**config.mk**
```make
export PLATFORM = sky130hd
export DESIGN_NAME = ptb_front
export DESIGN_NICKNAME = d
export VERILOG_FILES = /design/src/ptb_pkg.sv /design/src/ptb_front.sv
export SDC_FILE = /design/constraint.sdc
export NUM_CORES = 1
export LEC_CHECK = 0
export ABC_AREA = 1
export BUFFER_PORTS_ARGS = -buffer_cell sky130_fd_sc_hd__buf_2
export CAP_MARGIN = 20
export CORE_ASPECT_RATIO = 0.6
export CORE_MARGIN = 8
export CORE_UTILIZATION = 31
export CTS_CLUSTER_DIAMETER = 60
export DETAILED_ROUTE_END_ITERATION = 8
export PLACE_DENSITY_LB_ADDON = 0.1
export SLEW_MARGIN = 40
export SYNTH_ARGS = -nofsm -noshare
export SYNTH_HDL_FRONTEND = slang
export SYNTH_SLANG_ARGS = --single-unit
```
**constraint.sdc**
```tcl
create_clock -name clk -period 1.8 [get_ports clk]
set_clock_uncertainty 0.05 [all_clocks]
set_input_delay 0.18 -clock clk [delete_from_list [all_inputs] [get_ports clk]]
set_output_delay 0.18 -clock clk [all_outputs]
set_load 0.02 [all_outputs]
```
**src/ptb_pkg.sv**
```systemverilog
// ----------------------------------------------------------------------------
// ptb_pkg
// Shared constants and types for the palindromic tree builder.
// ----------------------------------------------------------------------------
package ptb_pkg;
  localparam int MAX_LEN_DEF  = 1024;
  localparam int ALPHABET_DEF = 26;
  localparam int LETTER_W     = 5;
  localparam int FIELD_W      = 11;

  typedef struct packed {
    logic [LETTER_W-1:0] letter;
    logic                full;
  } ptb_cmd_t;
endpackage

```
**src/ptb_front.sv**
```systemverilog
// ----------------------------------------------------------------------------
// ptb_front
// Takes letters, reduces them into the alphabet, marks refusals once the text
// is full and pushes commands into a two-entry queue.
// ----------------------------------------------------------------------------
module ptb_front import ptb_pkg::*; #(
  parameter int MAX_LEN  = MAX_LEN_DEF,
  parameter int ALPHABET = ALPHABET_DEF,
  parameter int PW       = $clog2(MAX_LEN + 1)
) (
  input  logic                clk,
  input  logic                rst_n,
  input  logic                in_valid,
  output logic                in_ready,
  input  logic [LETTER_W-1:0] in_letter,
  output logic                q_valid,
  input  logic                q_pop,
  output ptb_cmd_t            q_cmd
);
  ptb_cmd_t     q_r [2];
  logic [1:0]   cnt_r, cnt_nxt;
  logic         rd_r, rd_nxt;
  logic         wr_r, wr_nxt;
  logic [PW-1:0] len_r, len_nxt;
  logic         push;
  ptb_cmd_t     cmd;

  // letter code folded into the alphabet by a small lookup
  function automatic logic [LETTER_W-1:0] fold(input logic [LETTER_W-1:0] v);
    fold = '0;
    for (int k = 0; k < 2**LETTER_W; k++) begin
      if (v == LETTER_W'(k)) fold = LETTER_W'(k % ALPHABET);
    end
  endfunction

  assign in_ready = (cnt_r != 2'd2);
  assign push     = in_valid && in_ready;
  assign q_valid  = (cnt_r != 2'd0);
  assign q_cmd    = q_r[rd_r];

  always_comb begin
    cmd.letter = fold(in_letter);
    cmd.full   = (len_r == PW'(MAX_LEN));
    len_nxt = len_r;
    if (push && !cmd.full) len_nxt = len_r + PW'(1);
    cnt_nxt = cnt_r + {1'b0, push} - {1'b0, q_pop};
    rd_nxt  = rd_r ^ q_pop;
    wr_nxt  = wr_r ^ push;
  end

  always_ff @(posedge clk) begin
    if (!rst_n) begin
      cnt_r <= '0; rd_r <= 1'b0; wr_r <= 1'b0; len_r <= '0;
    end else begin
      cnt_r <= cnt_nxt; rd_r <= rd_nxt; wr_r <= wr_nxt; len_r <= len_nxt;
    end
    if (push) q_r[wr_r] <= cmd;
  end
endmodule

```
==> flow_summary.yaml <==
global_routing:
  grt_max_degree: 17
  grt_pass1_vias: 1059
  grtUsageTotal: 0.0909
  grt_pass1_wl_mm: 4.86
  antenna_found_initial: 0
  grt_overflow_total: 0
final_layout:
  final_nets: 196
  n_fill_cell: 458
  syn2layout_area_growth_pct: 16.6
  drive_gt1_frac: 0.194
  diodes: 0
  layout.cells.non_filler: 243
clock_tree:
  cts_tree: "built"
  h-tree-depth: 1
  clockRootBuffer: "clkbuf_8"
  clockBufferDepth: 2
  cts_hold_buf: 0
  clk_pin_slew_worst_paths_ps: 100
  cts_sinks: 28
  cts_setup_buffers: 0
  ctsResizeCount: 0
  clock_latency_ps: 270
  cts_made_buffers: 3
yosys:
  postSynthCellCount: 161
  syn_area_sq_um: 1390
  netlist_top_cells_count: "40 x nand2_1, 19 x inv_1, 16 x dfxtp_1"
  synth_ff_type: "dfxtp_1"
  synth-edff-count: 12
  ys_seq_area_frac: 0.490
  synth_top_cell_by_area: "edfxtp_1"
  synth_async_sr_flop_share: 0
  synth_nets: 176
  avgSynthCellArea_sq_um: 8.63
  synth.most_common_cell: "nand2_1"
  synth.area.top_cells: "edfxtp_1 26%, dfxtp_1 23%, nand2_1 11%"
  yosys_warnings: 0
  ys_ff_latch: 28
  synth.top_cell.area_share: 0.259
  synth.distinct_cells: 25
critical_path:
  cp_max_fo: 3
  worst_ep_required_time_ps: 1960
  cp.arrival_ps: 1770
  worstSetupPathType: "register to register"
  start_kind: "register"
  crit_slowest_cell: "dfxtp_1"
  cp_cell_sequence: "inv_1, nand2_1, nand2_1, ha_1, inv_1, ha_1, xnor2_1, o21ai_0, a21oi_1"
  end_kind: "register"
  slowest_delay_ps: 340
route:
  vias_per_cell: 4.38
  wl_per_cell_microns: 11.8
  drcViolationCount: 0
  vias: 1065
  drt-initial-drc-count: 62
  first_pass_iters: 4
  drt-total-wl_mm: 2.87
  antenna_left: 0
floorplan:
  die_x_microns: 102
  die_area_sq_um: 6950
  start_util: 0.313
  die-height_microns: 67.9
  placeableCoreArea_sq_um: 4450
  num_rows: 19
  ios: 17
sta:
  period_needed_ps: 1610
  rsz0062_at_grt: "false"
  worst_slew_pin_slew_ps: 326
  setup_violations: 0
  relSlewSlack: 0.783
  hold_ws_ps: 46.3
  tns_ps: 0
  max_freq_mhz: 622
  hold_violations: 0
  maxSlewViolCount: 0
  finalCritPeriodShare: 0.893
  worst_slack_ps: 193
placed_design:
  portBuffers: 16
  dpl.cell_count: 239
  gp_congestion: 0.776
  place_hpwl_mm: 2.20
  dp_slack_ps: 181
job:
  drv_cap: 0
pwr:
  p_leak_nw: 0.655
  cellPowerDensity_nw_per_um2: 947
  vdd_drop_max_mv: 0.461
  totalPowerFinal_mw: 1.53
hold_path:
  min_path_type: "input pin to register"
outcome:
  status: "finished clean"
state kept, by name, indices dropped and copies added (netlist names), named ones only:
| register | cells |
|---|---|
| len_r | 11 |
| q_r | 12 |
| wr_r | 1 |
| cnt_r | 2 |
| rd_r | 1 |
critical path: cells and delay by family, from the launching register on:
family / cells / cell delay (ps)
simple gates: 2 / 190
xor+xnor: 1 / 180
compound gates: 2 / 210
buf+inv: 2 / 90
flops: 1 / 340
fa+ha+maj: 2 / 480
layout by cell type, fill, tap and decap left out, drive strengths merged:
cell type / n
dfxtp: 16
mux2: 6
o21ai: 5
xnor2: 1
nand4: 6
a21oi: 14
bufinv: 1
ha: 6
edfxtp: 12
clkinv: 1
inv: 20
nand3: 7
o31ai: 1
clkbuf: 3
buf: 17
or2: 1
nand2: 40
a31oi: 1
nor2: 18
nor3: 1
xor2: 3
area by class of cell:
type / count / area [sq um] / share of cell area
Sequential cell: 28 / 681 / 0.420
Multi-Input combinational cell: 110 / 623 / 0.385
Tap cell: 63 / 78.8 / 0.0486
Inverter: 21 / 78.8 / 0.0486
Clock buffer: 3 / 41.3 / 0.0255
Timing Repair Buffer: 17 / 87.6 / 0.0541
Clock inverter: 1 / 30.0 / 0.0185
power by group:
group / total [mW] / internal, mW / leakage [nW] / switching, mW
Clock: 0.488 / 0.298 / 0.0357 / 0.190
Combinational: 0.292 / 0.107 / 0.374 / 0.185
Sequential: 0.755 / 0.725 / 0.245 / 0.0299
Total: 1.53 / 1.13 / 0.655 / 0.405
metrics by stage:
stage | util | area (sq um)
6_report | 0.364 | 1620
5_1_grt | 0.364 | 1620
4_1_cts | 0.364 | 1620
3_5_place_dp | 0.348 | 1550
3_3_place_gp | 0.348 | 1550
2_1_floorplan | - | 1390
final timing paths:
path / start / end / slack (ps) / cells past startpoint
worst max-delay path: cnt_r[0]$_SDFF_PN0_ / cnt_r[1]$_SDFF_PN0_ / 190 / 9
worst min-delay path: in_letter[0] / q_r[1][1]$_DFFE_PP_ / 50 / 1
worst max register to register: cnt_r[0]$_SDFF_PN0_ / cnt_r[1]$_SDFF_PN0_ / 190 / 9
worst min register to register: rd_r$_SDFF_PN0_ / rd_r$_SDFF_PN0_ / 410 / 1
cells by family after synthesis:
kind of cell / after synthesis / synth area share
multiplexers: 6 / 0.0486
AO/OA/AOI/OAI: 21 / 0.0864
AND/OR/NAND/NOR: 73 / 0.234
adder cells (fa/ha/maj): 6 / 0.0540
flip-flops: 28 / 0.490
buffers and inverters: 23 / 0.0621
XOR/XNOR: 4 / 0.0252
routing by layer:
metal | up-vias | global-route usage | routed length, microns | share of wire
met5 | - | 0 | 0 | 0
met4 | 0 | 0.0109 | 12 | 0.0042
met3 | 2 | 0.0355 | 142 | 0.049
met2 | 16 | 0.139 | 1190 | 0.42
met1 | 478 | 0.122 | 1520 | 0.53
li1 | 569 | - | - | -
(Power assumes the default switching activity.)
